===== src/rtl/core/sacm_pkg.sv =====
`default_nettype none
package sacm_pkg;

    localparam int unsigned TAG_W         = 30;
    localparam int unsigned TIME_W        = 32;
    localparam int unsigned CNT_W         = 32;
    localparam int unsigned COST_W        = 14;
    localparam int unsigned CFG_IDX_W     = 3;
    localparam int unsigned CFG_DATA_W    = 4;
    localparam int unsigned MEM_WORD_COST = 100;

    // Configuration register indexes
    localparam logic [CFG_IDX_W-1:0] CFG_OFFSET_BITS    = 3'd0;
    localparam logic [CFG_IDX_W-1:0] CFG_INDEX_BITS     = 3'd1;
    localparam logic [CFG_IDX_W-1:0] CFG_WAYS_IN_USE    = 3'd2;
    localparam logic [CFG_IDX_W-1:0] CFG_WRITE_ALLOCATE = 3'd3;
    localparam logic [CFG_IDX_W-1:0] CFG_WRITE_BACK     = 3'd4;
    localparam logic [CFG_IDX_W-1:0] CFG_LRU_POLICY     = 3'd5;

    localparam logic MODE_LOAD  = 1'b0;
    localparam logic MODE_STORE = 1'b1;

    typedef struct packed {
        logic        mode;
        logic [31:0] address;
    } in_t;

    typedef struct packed {
        logic              hit;
        logic              filled;
        logic              evicted;
        logic              dirty_evict;
        logic [COST_W-1:0] cycles_added;
        logic [CNT_W-1:0]  cycle_total;
        logic [CNT_W-1:0]  load_count;
        logic [CNT_W-1:0]  store_count;
        logic [CNT_W-1:0]  load_hit_count;
        logic [CNT_W-1:0]  load_miss_count;
        logic [CNT_W-1:0]  store_hit_count;
        logic [CNT_W-1:0]  store_miss_count;
    } out_t;

    // One way of one set
    typedef struct packed {
        logic [TAG_W-1:0]  tag;
        logic              dirty;
        logic [TIME_W-1:0] access_time;
        logic [TIME_W-1:0] load_time;
    } entry_t;

    // Control from the sequencer to the scan unit
    typedef struct packed {
        logic clear;
        logic step;
        logic lru;
    } scan_ctl_t;

    typedef enum logic [2:0] {
        ST_IDLE,
        ST_FILL,
        ST_LOAD_N,
        ST_SCAN_RD,
        ST_SCAN_CMP,
        ST_STAMP,
        ST_COMMIT,
        ST_OUT
    } state_t;

endpackage
`default_nettype wire


===== src/rtl/core/sacm_scan.sv =====
`default_nettype none
module sacm_scan #(
    parameter int unsigned WAY_W = 2
) (
    input  wire logic                   clk,
    input  wire sacm_pkg::scan_ctl_t    ctl,
    input  wire logic [WAY_W-1:0]       idx,
    input  wire sacm_pkg::entry_t       entry,
    input  wire logic [sacm_pkg::TAG_W-1:0] tag,
    output logic                        hit,
    output logic      [WAY_W-1:0]       hit_way,
    output sacm_pkg::entry_t            hit_entry,
    output logic      [WAY_W-1:0]       vict_way,
    output logic                        vict_dirty
);
    import sacm_pkg::*;

    logic              hit_reg;
    logic [WAY_W-1:0]  hit_way_reg;
    entry_t            hit_entry_reg;
    logic [WAY_W-1:0]  vict_way_reg;
    logic              vict_dirty_reg;
    logic [TIME_W-1:0] vict_time_reg;
    logic [TIME_W-1:0] stamp;
    logic              match;
    logic              older;

    // Shared compare: tag match and timestamp order, one way per step
    assign stamp = ctl.lru ? entry.access_time : entry.load_time;
    assign match = (entry.tag == tag);
    assign older = (idx == '0) || (stamp < vict_time_reg);

    always_ff @(posedge clk)
    begin
        if (ctl.clear)
        begin
            hit_reg <= 1'b0;
        end
        else if (ctl.step)
        begin
            // Keep the lowest matching way
            if (!hit_reg && match)
            begin
                hit_reg       <= 1'b1;
                hit_way_reg   <= idx;
                hit_entry_reg <= entry;
            end
            // Strict compare leaves ties with the lower way
            if (older)
            begin
                vict_way_reg   <= idx;
                vict_dirty_reg <= entry.dirty;
                vict_time_reg  <= stamp;
            end
        end
    end

    assign hit        = hit_reg;
    assign hit_way    = hit_way_reg;
    assign hit_entry  = hit_entry_reg;
    assign vict_way   = vict_way_reg;
    assign vict_dirty = vict_dirty_reg;

endmodule
`default_nettype wire


===== config.mk =====
export PLATFORM = sky130hd
export DESIGN_NAME = sacm_scan
export DESIGN_NICKNAME = d
export VERILOG_FILES = /design/src/rtl/core/sacm_pkg.sv /design/src/rtl/core/sacm_scan.sv
export SDC_FILE = /design/constraint.sdc
export NUM_CORES = 1
export LEC_CHECK = 0
export BUFFER_PORTS_ARGS = -buffer_cell sky130_fd_sc_hd__clkbuf_2
export CAP_MARGIN = 40
export CORE_MARGIN = 2
export CORE_UTILIZATION = 40
export CTS_CLUSTER_DIAMETER = 80
export DETAILED_ROUTE_END_ITERATION = 7
export GPL_ROUTABILITY_DRIVEN = 0
export PLACE_DENSITY = 0.69
export SETUP_SLACK_MARGIN = 0.3
export SLEW_MARGIN = 20
export SYNTH_ARGS = -nofsm -noshare
export SYNTH_HDL_FRONTEND = slang
export SYNTH_SLANG_ARGS = --single-unit

===== constraint.sdc =====
create_clock -name clk -period 15.3 [get_ports clk]
set_input_delay 3.06 -clock clk [delete_from_list [all_inputs] [get_ports clk]]
set_output_delay 3.06 -clock clk [all_outputs]
set_load 0.05 [all_outputs]

==> impl_results.md, run 1 <==
- Stages on the worst setup path: 10
- Initial antenna violation count: 0
- Nets: 734
- Vias per cell: 4.61
- Total power: 0.919 mW
- Largest cells by area after synthesis: edfxtp_1 (72%), ha_1 (7.1%), mux2_2 (6.1%)
- Row count: 42
- CTS tree: yes
- Multi-input gate area: 1390 um2
- PD cells: 122 nW/um2
- Place WS: 8.75 ns
- Register clock-pin slew on the reported worst setup and hold paths: 0.06 ns
- Detailed placer's ending HPWL: 9.36 mm
- Post-CTS sizing: 0
- Final Hold Fails: 0
- Fill count: 1102
- Area delta synth->final: 36.9%
- Yosys warning count: 0
- DRT antenna net count: 0
- Seq cells post-synth: 133
- Register area share after synthesis: 0.725
- TritonRoute pass-1 iters: 6
- CTS root buf: clkbuf_16
- Initial DRC count: 150
- Remaining Overflow, GRT: 0
- Clock Skew: 0.00588 ns
- Post-synth EDFFs: 132
- WP buf/inv: 3
- CTS Buf Count: 17
- Setup crit end kind: flip-flop
- Die Wd: 121 um
- Setup WS post-layout: 9.80 ns
- Least-Margin Pin Slew: 0.765 ns
- Period utilization: 0.360
- Kind of critical path: in -> reg
- Fin. max-slew vios: 0
- Core box area: 13300 um2
- Crit start category: input pin
- Worst-case reg-to-reg path depth: 6
- Wire per inst: 16.1 um
- Crit-path slowest cell: mux2_2
- Crit Path Max Fanout: 26
- Status: complete, no violations
- DRC viols: 0
- Share of cells above drive strength 1: 0.511
- Clock Path Buffers: 2
- Cells along the critical path: clkbuf_2 > buf_16 > mux2_2 > ha_1 > a21o_1 > a21o_1 > a211oi_1 > nand4_1 > nand2_2 > buf_16
- Routed WL: 12.3 mm
- First-pass GRT wire length: 18.6 mm
- Min-delay worst type: reg -> reg
- # diodes: 0
- FF/Latch Area: 3980 um2
- # setup viols final: 0
- Largest net degree at the start of global routing: 58
- # Post-CTS Setup Buffers: 0
- Post-synth top area share: 0.721
- Minimum clock period: 5.50 ns
- Crit path required time: 15.41 ns
- I/O Buffers: 231
- CP peak stage delay: 0.37 ns
- Max_cap viols: 0
- DIE AREA: 14700 um2
- Initial core utilization: 0.412
- Final TNS setup: 0 ns
- IO Pins: 232
- Clock Sink Count: 133
- VDD IR max: 0.0746 mV
- Post-synth net total: 484
- Max Fclk: 0.182 GHz
- Synth async-reset ratio: 0
- DIE HEIGHT: 121 um
- Synth cell types: 28
- Max reg flops: 95
- Leakage: 3.23 nW
- Final core occ: 0.564
- Mapped Area: 5500 um2
- Worst skew pair latency: 0.41 ns
- Syn Area/Cell: 17.1 um2
- RSZ-0062 raised after global routing: no
- All-layer global routing usage: 0.172
- Vias: 3508
- Synth area leader: edfxtp_1
- Crit path max-delay family: buffers and inverters
- Relative slew slack: 0.490
- Most used DFF post-synth: edfxtp_1
- Number of global-route vias before repair: 3653
- Htree depth: 4
- Crit path DAT: 5.61 ns
- CTS Hold Bufs: 0
- Gate count of the mapped netlist: 322
- Min-Delay Path Depth: 1
==> worst reg2reg max path, cell delays in order (launching register included) <==
cell      delay (ns)
dfxtp_1         0.32
nand3b_1        0.17
nor4_1          0.20
nand3_1         0.17
nor3_2          0.13
buf_4           0.46
buf_4           0.74
==> worst paths after layout <==
check | from | endpoint | slack (ns)
worst min-delay path | hit | hit | 0.48
worst max-delay path | ctl[0] | vict_time_reg[12] | 9.80
worst max register to register | hit | hit_entry[65] | 12.72
worst min register to register | hit | hit | 0.48
==> metal layers <==
| metal | part of all wire | wire length [um] | global-route usage |
|---|---|---|---|
| met2 | 0.51 | 6250 | 0.289 |
| met5 | 0 | 0 | 0 |
| met1 | 0.41 | 5050 | 0.200 |
| met3 | 0.053 | 646 | 0.0545 |
| met4 | 0.027 | 335 | 0.0848 |
==> Yosys cell counts (2+ instances only) <==
cell type and number:
edfxtp_1 132, inv_1 32, ha_1 31, mux2_2 30
xnor2_1 23, nand4_1 12, a21oi_1 11, a21o_1 8
xor2_1 7, o21ai_0 5, nand3_1 4, clkbuf_1 3
nand2_1 3, nor2_1 3, nor4_1 3, a211oi_1 2
nor3_1 2
==> per-stage QoR <==
stage / area, um2 / std cells / hold WS (ns)
global route: 7530 / 761 / 0.504
floorplan: 5500 / 322 / 0.730
CTS: 7470 / 759 / 0.476
finish: 7530 / 761 / 0.478
detailed placement: 6880 / 727 / 0.463
global placement: 6880 / 727 / 0.454
==> final cells by class <==
| cell class | count | share of cell area |
|---|---|---|
| clock buffers | 18 | 0.0570 |
| repair buffers | 235 | 0.163 |
| inverters | 32 | 0.0160 |
| well taps | 176 | 0.0293 |
| multi-input cells | 153 | 0.184 |
| flip-flops and latches | 133 | 0.529 |
| clock inverters | 14 | 0.0214 |
==> logic make-up (layout without fill, tap and decap cells) <==
logic type / after synthesis / count (layout) / synth area share
compound gates: 31 / 31 / 0.0357
fa+ha+maj: 31 / 31 / 0.0706
mux: 32 / 32 / 0.0662
simple gates: 29 / 29 / 0.0303
buf+inv: 36 / 299 / 0.0248
flops: 133 / 133 / 0.725
xor+xnor: 30 / 30 / 0.0478
==> report_power, final <==
group | total [mW] | internal (mW) | switching, mW | leakage, nW
logic | 0.0954 | 0.0444 | 0.0511 | 1.75
clock network | 0.402 | 0.254 | 0.148 | 0.267
registers | 0.422 | 0.419 | 0.00312 | 1.21
total | 0.919 | 0.717 | 0.203 | 3.23
==> cell usage in the layout (no fill, tap or decap), drive strengths merged, types with 2 or more instances in the layout <==
master    count
clkbuf      249
edfxtp      132
inv          32
mux2         32
ha           31
xnor2        23
nand4        12
a21oi        11
a21o          8
xor2          7
clkinvlp      7
o21ai         5
nand3         4
clkinv        4
buf           4
nor4          3
nor2          3
bufinv        3
nand2         3
a211oi        2
nor3          2
Power figures use the tool's default switching activity.
==> run 2, diff against run 1 <==
--- a/config.mk
+++ b/config.mk
@@ -12,7 +12,7 @@
 export CTS_CLUSTER_DIAMETER = 80
 export DETAILED_ROUTE_END_ITERATION = 7
 export GPL_ROUTABILITY_DRIVEN = 0
-export PLACE_DENSITY = 0.69
+export PLACE_DENSITY = 0.71
 export SETUP_SLACK_MARGIN = 0.3
 export SLEW_MARGIN = 20
 export SYNTH_ARGS = -nofsm -noshare
==> constraint.sdc (replaced) <==
create_clock -name clk -period 4.97 [get_ports clk]
set_input_delay 0.994 -clock clk [delete_from_list [all_inputs] [get_ports clk]]
set_output_delay 0.994 -clock clk [all_outputs]
set_load 0.05 [all_outputs]
==> run 2 against run 1 <==
Effect of this change:
- worst hold slack improved by 0.041 ns
- register-to-register slack got worse by 10 ns
- total power grew to 3.3 times the previous value
- non-clock buffer count fell by 1
- count of clock-buffer cells in the layout stayed put
- sequential power rose to 3.1 times the previous value
- design area grew 0.81%
- global-route usage hardly changed
- die area stayed put
- final cell count shrank 0.13%
- setup slack worse by 8.6 ns
- critical path type unchanged
- critical endpoint is now vict_time_reg[10]
==> impl_results.md, run 2 (synthesis results as in run 1) <==
- CTS Hold Bufs: 0 (unchanged)
- Routed WL: 12.4 mm (was 12.3 mm)
- Crit path DAT: 3.85 ns (was 5.61 ns)
- I/O Buffers: 231 (unchanged)
- Post-DP Area: 6900 um2 (was 6880 um2)
- Worst setup path endpoint: vict_time_reg[10] (was vict_time_reg[12])
- Clock Path Buffers: 2 (unchanged)
- All-layer global routing usage: 0.172 (about the same)
- Status: complete, no violations (unchanged)
- Die Wd: 121 um (unchanged)
- DIE AREA: 14700 um2 (unchanged)
- Worst-case reg-to-reg path depth: 9 (was 6)
- Max reg flops: 95 (unchanged)
- Routing usage on met2: 0.293 (was 0.289)
- Htree depth: 4 (unchanged)
- Vias per cell: 4.78 (was 4.61)
- Period utilization: 0.750
- Detailed placer's ending HPWL: 9.61 mm (was 9.36 mm)
- DRT antenna net count: 0 (unchanged)
- Relative slew slack: 0.623 (was 0.490)
- Multi-input gate area: 1390 um2 (about the same)
- WP buf/inv: 3 (unchanged)
- Reg power frac: 0.435 (was 0.459)
- # diodes: 0 (unchanged)
- First-pass GRT wire length: 18.7 mm (was 18.6 mm)
- Initial core utilization: 0.412 (unchanged)
- Combinational share of power: 0.099 (was 0.104)
- Stages on the worst setup path: 10 (unchanged)
- Remaining Overflow, GRT: 0 (unchanged)
- Post-CTS sizing: 0 (unchanged)
- Worst skew pair latency: 0.41 ns (about the same)
- Register clock-pin slew on the reported worst setup and hold paths: 0.05 ns (was 0.06 ns)
- Area delta synth->final: 38.0% (was 36.9%)
- PD cells: 394 nW/um2 (was 122 nW/um2)
- GRT busiest layer: met2 (unchanged)
- Vias: 3632 (was 3508)
- Min-delay worst type: reg -> reg (unchanged)
- Crit-path slowest cell: clkbuf_2 (was mux2_2)
- DRC viols: 0 (unchanged)
- NetSw: 0.628 mW (was 0.203 mW)
- Cells along the critical path: clkbuf_2 > buf_4 > mux2_2 > ha_1 > a21o_1 > a21o_1 > a211oi_1 > nand4_1 > nand2_2 > buf_16 (was clkbuf_2 > buf_16 > mux2_2 > ha_1 > a21o_1 > a21o_1 > a211oi_1 > nand4_1 > nand2_2 > buf_16)
- Kind of critical path: in -> reg (unchanged)
- Clock Skew: 0.00549 ns (was 0.00588 ns)
- Nets: 733 (was 734)
- Initial antenna violation count: 0 (unchanged)
- Final TNS setup: 0 ns (unchanged)
- Cell internal pwr: 2.36 mW (was 0.717 mW)
- CP peak stage delay: 0.39 ns (was 0.37 ns)
- Largest net degree at the start of global routing: 99 (was 58)
- Crit path max-delay family: buffers and inverters (unchanged)
- # Post-CTS Setup Buffers: 0 (unchanged)
- CTS Buf Count: 17 (unchanged)
- Final Cell Area: 7590 um2 (was 7530 um2)
- Crit path launch: ctl[0] (unchanged)
- Max_cap viols: 0 (unchanged)
- Wire per inst: 16.4 um (was 16.1 um)
- VDD IR max: 0.193 mV (was 0.0746 mV)
- Clock Sink Count: 133 (unchanged)
- Minimum clock period: 3.73 ns
- CTS root buf: clkbuf_16 (unchanged)
- Setup crit end kind: flip-flop (unchanged)
- Most used cell, CP: a21o_1
- Fin. max-slew vios: 0 (unchanged)
- Met1 usage: 0.189 (was 0.200)
- FF/Latch Area: 3980 um2 (unchanged)
- Clock power share: 0.466 (was 0.438)
- Crit start category: input pin (unchanged)
- TritonRoute pass-1 iters: 4 (was 6)
- Switching portion of total power: 0.210 (was 0.220)
- Crit path required time: 5.09 ns (was 15.41 ns)
- Initial DRC count: 175 (was 150)
- Commonest non-fill, non-tap cells in the layout: clkbuf_2 (231), edfxtp_1 (132), inv_1 (32) (unchanged)
- Core box area: 13300 um2 (unchanged)
- Least-Margin Pin Slew: 0.561 ns (was 0.765 ns)
- Leakage: 3.28 nW (was 3.23 nW)
- # setup viols final: 0 (unchanged)
- CTS tree: yes (unchanged)
- Share of cells above drive strength 1: 0.510 (was 0.511)
- DIE HEIGHT: 121 um (unchanged)
- Crit Path Max Fanout: 19 (was 26)
- Most common cell after layout, fill and taps aside: clkbuf_2 (unchanged)
- Number of global-route vias before repair: 3844 (was 3653)
- IO Pins: 232 (unchanged)
- Final core occ: 0.568 (was 0.564)
- Hold Crit Start: hit (unchanged)
- Final Hold Fails: 0 (unchanged)
- Critical R2R Launch: vict_time_reg[29] (was hit)
- RR Endpoint: vict_time_reg[10] (was hit_entry[65])
- R2r setup slk: 2.41 ns (was 12.72 ns)
- Row count: 42 (unchanged)
- Fill count: 1102 (unchanged)
- Met3 Use GR: 0.0724 (was 0.0545)
- RSZ-0062 raised after global routing: no (unchanged)
- Max Fclk: 0.268 GHz
## run 2: per-layer routing
layer	share of wire	up-vias
li1	-	1728
met4	0.020	0
met1	0.38	1690
met3	0.10	21
met2	0.49	193
met5	0	-
## run 2: layout make-up
| class | count | share of cell area |
|---|---|---|
| Inverter | 32 | 0.0158 |
| Multi-Input combinational cell | 153 | 0.183 |
| Tap cell | 176 | 0.0290 |
| Timing Repair Buffer | 234 | 0.160 |
| Clock inverter | 14 | 0.0305 |
| Clock buffer | 18 | 0.0566 |
| Sequential cell | 133 | 0.525 |
## run 2: how the worst min path moves through the flow
stage                to  depth (start not counted)  slack [ns]
global route        hit                          1        0.55
finish              hit                          1        0.52
global placement    hit                          1        0.50
floorplan           hit                          1        0.73
detailed placement  hit                          1        0.51
CTS                 hit                          1        0.52
## run 2: power by group through the flow
| stage | registers (mW) | clock network [mW] | logic, mW |
|---|---|---|---|
| after floorplan | 1.33 | 0 | 0.157 |
| after CTS | 1.30 | 1.42 | 0.290 |
| after global routing | 1.30 | 1.46 | 0.334 |
| final | 1.30 | 1.39 | 0.296 |
| after global placement | 1.32 | 0 | 0.277 |
| after detailed placement | 1.32 | 0 | 0.288 |
## run 2: through the flow
stage / total power [mW] / setup slack, ns / hold slack (ns) / instances
2_1_floorplan: 1.49 / 0.574 / 0.730 / 322
3_3_place_gp: 1.60 / 0.724 / 0.500 / 727
3_5_place_dp: 1.61 / 0.599 / 0.508 / 727
4_1_cts: 3.01 / 1.04 / 0.524 / 759
5_1_grt: 3.10 / 1.04 / 0.554 / 760
6_report: 2.99 / 1.24 / 0.519 / 760
==> run 3, diff against run 2 <==
==> constraint.sdc (replaced) <==
create_clock -name clk -period 3.2 [get_ports clk]
set_input_delay 0.64 -clock clk [delete_from_list [all_inputs] [get_ports clk]]
set_output_delay 0.64 -clock clk [all_outputs]
set_load 0.05 [all_outputs]
==> run 3 against run 2 <==
Effect of this change:
- design area is 0.58% higher
- wire length increased by 0.81%
- global-route usage is 0.44 points higher
- core utilization grew 0.33 points
- combinational power rose by 64%
- clock skew rose by 0.0085 ns
- first-iteration DRC count is 15% higher
- critical path type unchanged
- critical endpoint is now vict_way[1]
==> impl_results.md, run 3 (synthesis results as in run 1) <==
- Status: complete, no violations (unchanged)
- Most used cell, CP: buf_12 (was a21o_1)
- CP peak stage delay: 0.34 ns (was 0.39 ns)
- Register clock-pin slew on the reported worst setup and hold paths: 0.05 ns (about the same)
- PD cells: 577 nW/um2 (was 394 nW/um2)
- Minimum clock period: 2.68 ns
- RR Endpoint: vict_way[1] (was vict_time_reg[10])
- IO Pins: 232 (unchanged)
- Clock Sink Count: 133 (unchanged)
- Clock Skew: 0.0140 ns (was 0.00549 ns)
- End of the worst hold path: hit_entry[43] (was hit)
- Crit start category: input pin (unchanged)
- Least-Margin Pin Slew: 0.451 ns (was 0.561 ns)
- Remaining Overflow, GRT: 0 (unchanged)
- # setup viols final: 0 (unchanged)
- All-layer global routing usage: 0.177 (was 0.172)
- Fin. max-slew vios: 0 (unchanged)
- Initial core utilization: 0.412 (unchanged)
- First-pass GRT wire length: 19.2 mm (was 18.7 mm)
- Clock Path Buffers: 2 (unchanged)
- DRT antenna net count: 0 (unchanged)
- CTS Buf Count: 17 (unchanged)
- Final core occ: 0.572 (was 0.568)
- Initial DRC count: 201 (was 175)
- Crit-path slowest cell: mux2_4 (was clkbuf_2)
- Crit path required time: 3.31 ns (was 5.09 ns)
- DIE AREA: 14700 um2 (unchanged)
- Area delta synth->final: 38.8% (was 38.0%)
- Nets: 736 (was 733)
- Min-delay worst type: in -> reg (was reg -> reg)
- Total power: 4.41 mW (was 2.99 mW)
- CTS root buf: clkbuf_16 (unchanged)
- # diodes: 0 (unchanged)
- Share of cells above drive strength 1: 0.516 (was 0.510)
- Min Hold Slack: 0.418 ns (was 0.519 ns)
- Post-CTS sizing: 0 (unchanged)
- Period utilization: 0.838
- DRC viols: 0 (unchanged)
- Htree depth: 4 (unchanged)
- Detailed placer's ending HPWL: 9.89 mm (was 9.61 mm)
- Hold Crit Start: entry[43] (was hit)
- DIE HEIGHT: 121 um (unchanged)
- Most common cell after layout, fill and taps aside: clkbuf_2 (unchanged)
- Max_cap viols: 0 (unchanged)
- Worst skew pair latency: 0.41 ns (about the same)
- Routed WL: 12.5 mm (was 12.4 mm)
- Max reg flops: 95 (unchanged)
- Kind of critical path: in -> reg (unchanged)
- VDD IR max: 0.309 mV (was 0.193 mV)
- Critical R2R Launch: vict_time_reg[29] (unchanged)
- Vias: 3542 (was 3632)
- R2r setup slk: 1.07 ns (was 2.41 ns)
- Largest net degree at the start of global routing: 54 (was 99)
- Leakage: 3.31 nW (was 3.28 nW)
- Die Wd: 121 um (unchanged)
- Row count: 42 (unchanged)
- Setup crit end kind: flip-flop (unchanged)
- CTS tree: yes (unchanged)
- Final Hold Fails: 0 (unchanged)
- Core box area: 13300 um2 (unchanged)
- # Post-CTS Setup Buffers: 0 (unchanged)
- Relative slew slack: 0.696 (was 0.623)
- Initial antenna violation count: 0 (unchanged)
- I/O Buffers: 231 (unchanged)
- Number of global-route vias before repair: 3771 (was 3844)
- Cells along the critical path: clkbuf_2 > buf_12 > mux2_4 > ha_4 > a21o_1 > a21oi_1 > o2111ai_1 > a211oi_2 > nand4_1 > nand2_4 > buf_12 (was clkbuf_2 > buf_4 > mux2_2 > ha_1 > a21o_1 > a21o_1 > a211oi_1 > nand4_1 > nand2_2 > buf_16)
- Commonest non-fill, non-tap cells in the layout: clkbuf_2 (231), edfxtp_1 (132), inv_1 (32) (unchanged)
- Worst-case reg-to-reg path depth: 9 (unchanged)
- Max Fclk: 0.373 GHz
- TritonRoute pass-1 iters: 4 (unchanged)
- Wire per inst: 16.4 um (about the same)
- Vias per cell: 4.64 (was 4.78)
- RSZ-0062 raised after global routing: no (unchanged)
- Crit path DAT: 2.79 ns (was 3.85 ns)
- CTS Hold Bufs: 0 (unchanged)
- Min-Delay Path Depth: 1 (unchanged)
- Crit Path Max Fanout: 22 (was 19)
-- run 3: cell types whose count changed in the layout (fill, tap and decap cells not counted), moves of 3 or more --
cell,delta
buf_12,+4
bufinv_16,-4
clkbuf_1,+5
clkbuf_8,+5
xnor2_1,-3
xnor2_2,+3
-- run 3: final cells by class --
cell class                      count  area (um2)
Multi-Input combinational cell    153        1460
Sequential cell                   133        3980
Tap cell                          176         220
Inverter                           32         120
Fill cell                        1073        5720
Timing Repair Buffer              237        1260
Clock buffer                       28         517
Clock inverter                      4        70.1
-- run 3: worst max path at each step --
stage,from,to,cells past startpoint
6_report,ctl[0],vict_way[1],11
5_1_grt,ctl[0],vict_time_reg[23],11
4_1_cts,ctl[0],vict_time_reg[23],11
3_5_place_dp,ctl[0],vict_time_reg[18],11
3_3_place_gp,ctl[0],vict_time_reg[19],11
2_1_floorplan,tag[18],hit_entry[0],5
-- run 3: critical path, delay by kind of cell --
family / cells / cell delay (ns)
adder cells (fa/ha/maj): 1 / 0.22
multiplexers: 1 / 0.34
AO/OA/AOI/OAI: 4 / 0.68
AND/OR/NAND/NOR: 2 / 0.31
buffers and inverters: 3 / 0.60
-- run 3: stage by stage --
stage	area (um2)	TNS (ns)	cells	setup slack [ns]
global placement	7040	0	731	0.101
floorplan	5600	-81.25	322	-0.832
detailed placement	7040	0	731	0.0509
finish	7630	0	763	0.518
global route	7630	0	763	0.360
CTS	7630	0	763	0.494
-- run 3: routing by layer --
| layer | track usage | vias up | share of wire |
|---|---|---|---|
| li1 | - | 1730 | - |
| met1 | 0.211 | 1677 | 0.41 |
| met5 | 0 | - | 0 |
| met2 | 0.298 | 115 | 0.52 |
| met4 | 0.0769 | 0 | 0.018 |
| met3 | 0.0498 | 20 | 0.056 |
-- run 3: report_power, final --
| group | internal (mW) | total, mW | switching (mW) |
|---|---|---|---|
| registers | 2.00 | 2.02 | 0.0151 |
| logic | 0.228 | 0.484 | 0.257 |
| clock network | 1.25 | 1.90 | 0.656 |
| total | 3.48 | 4.41 | 0.928 |
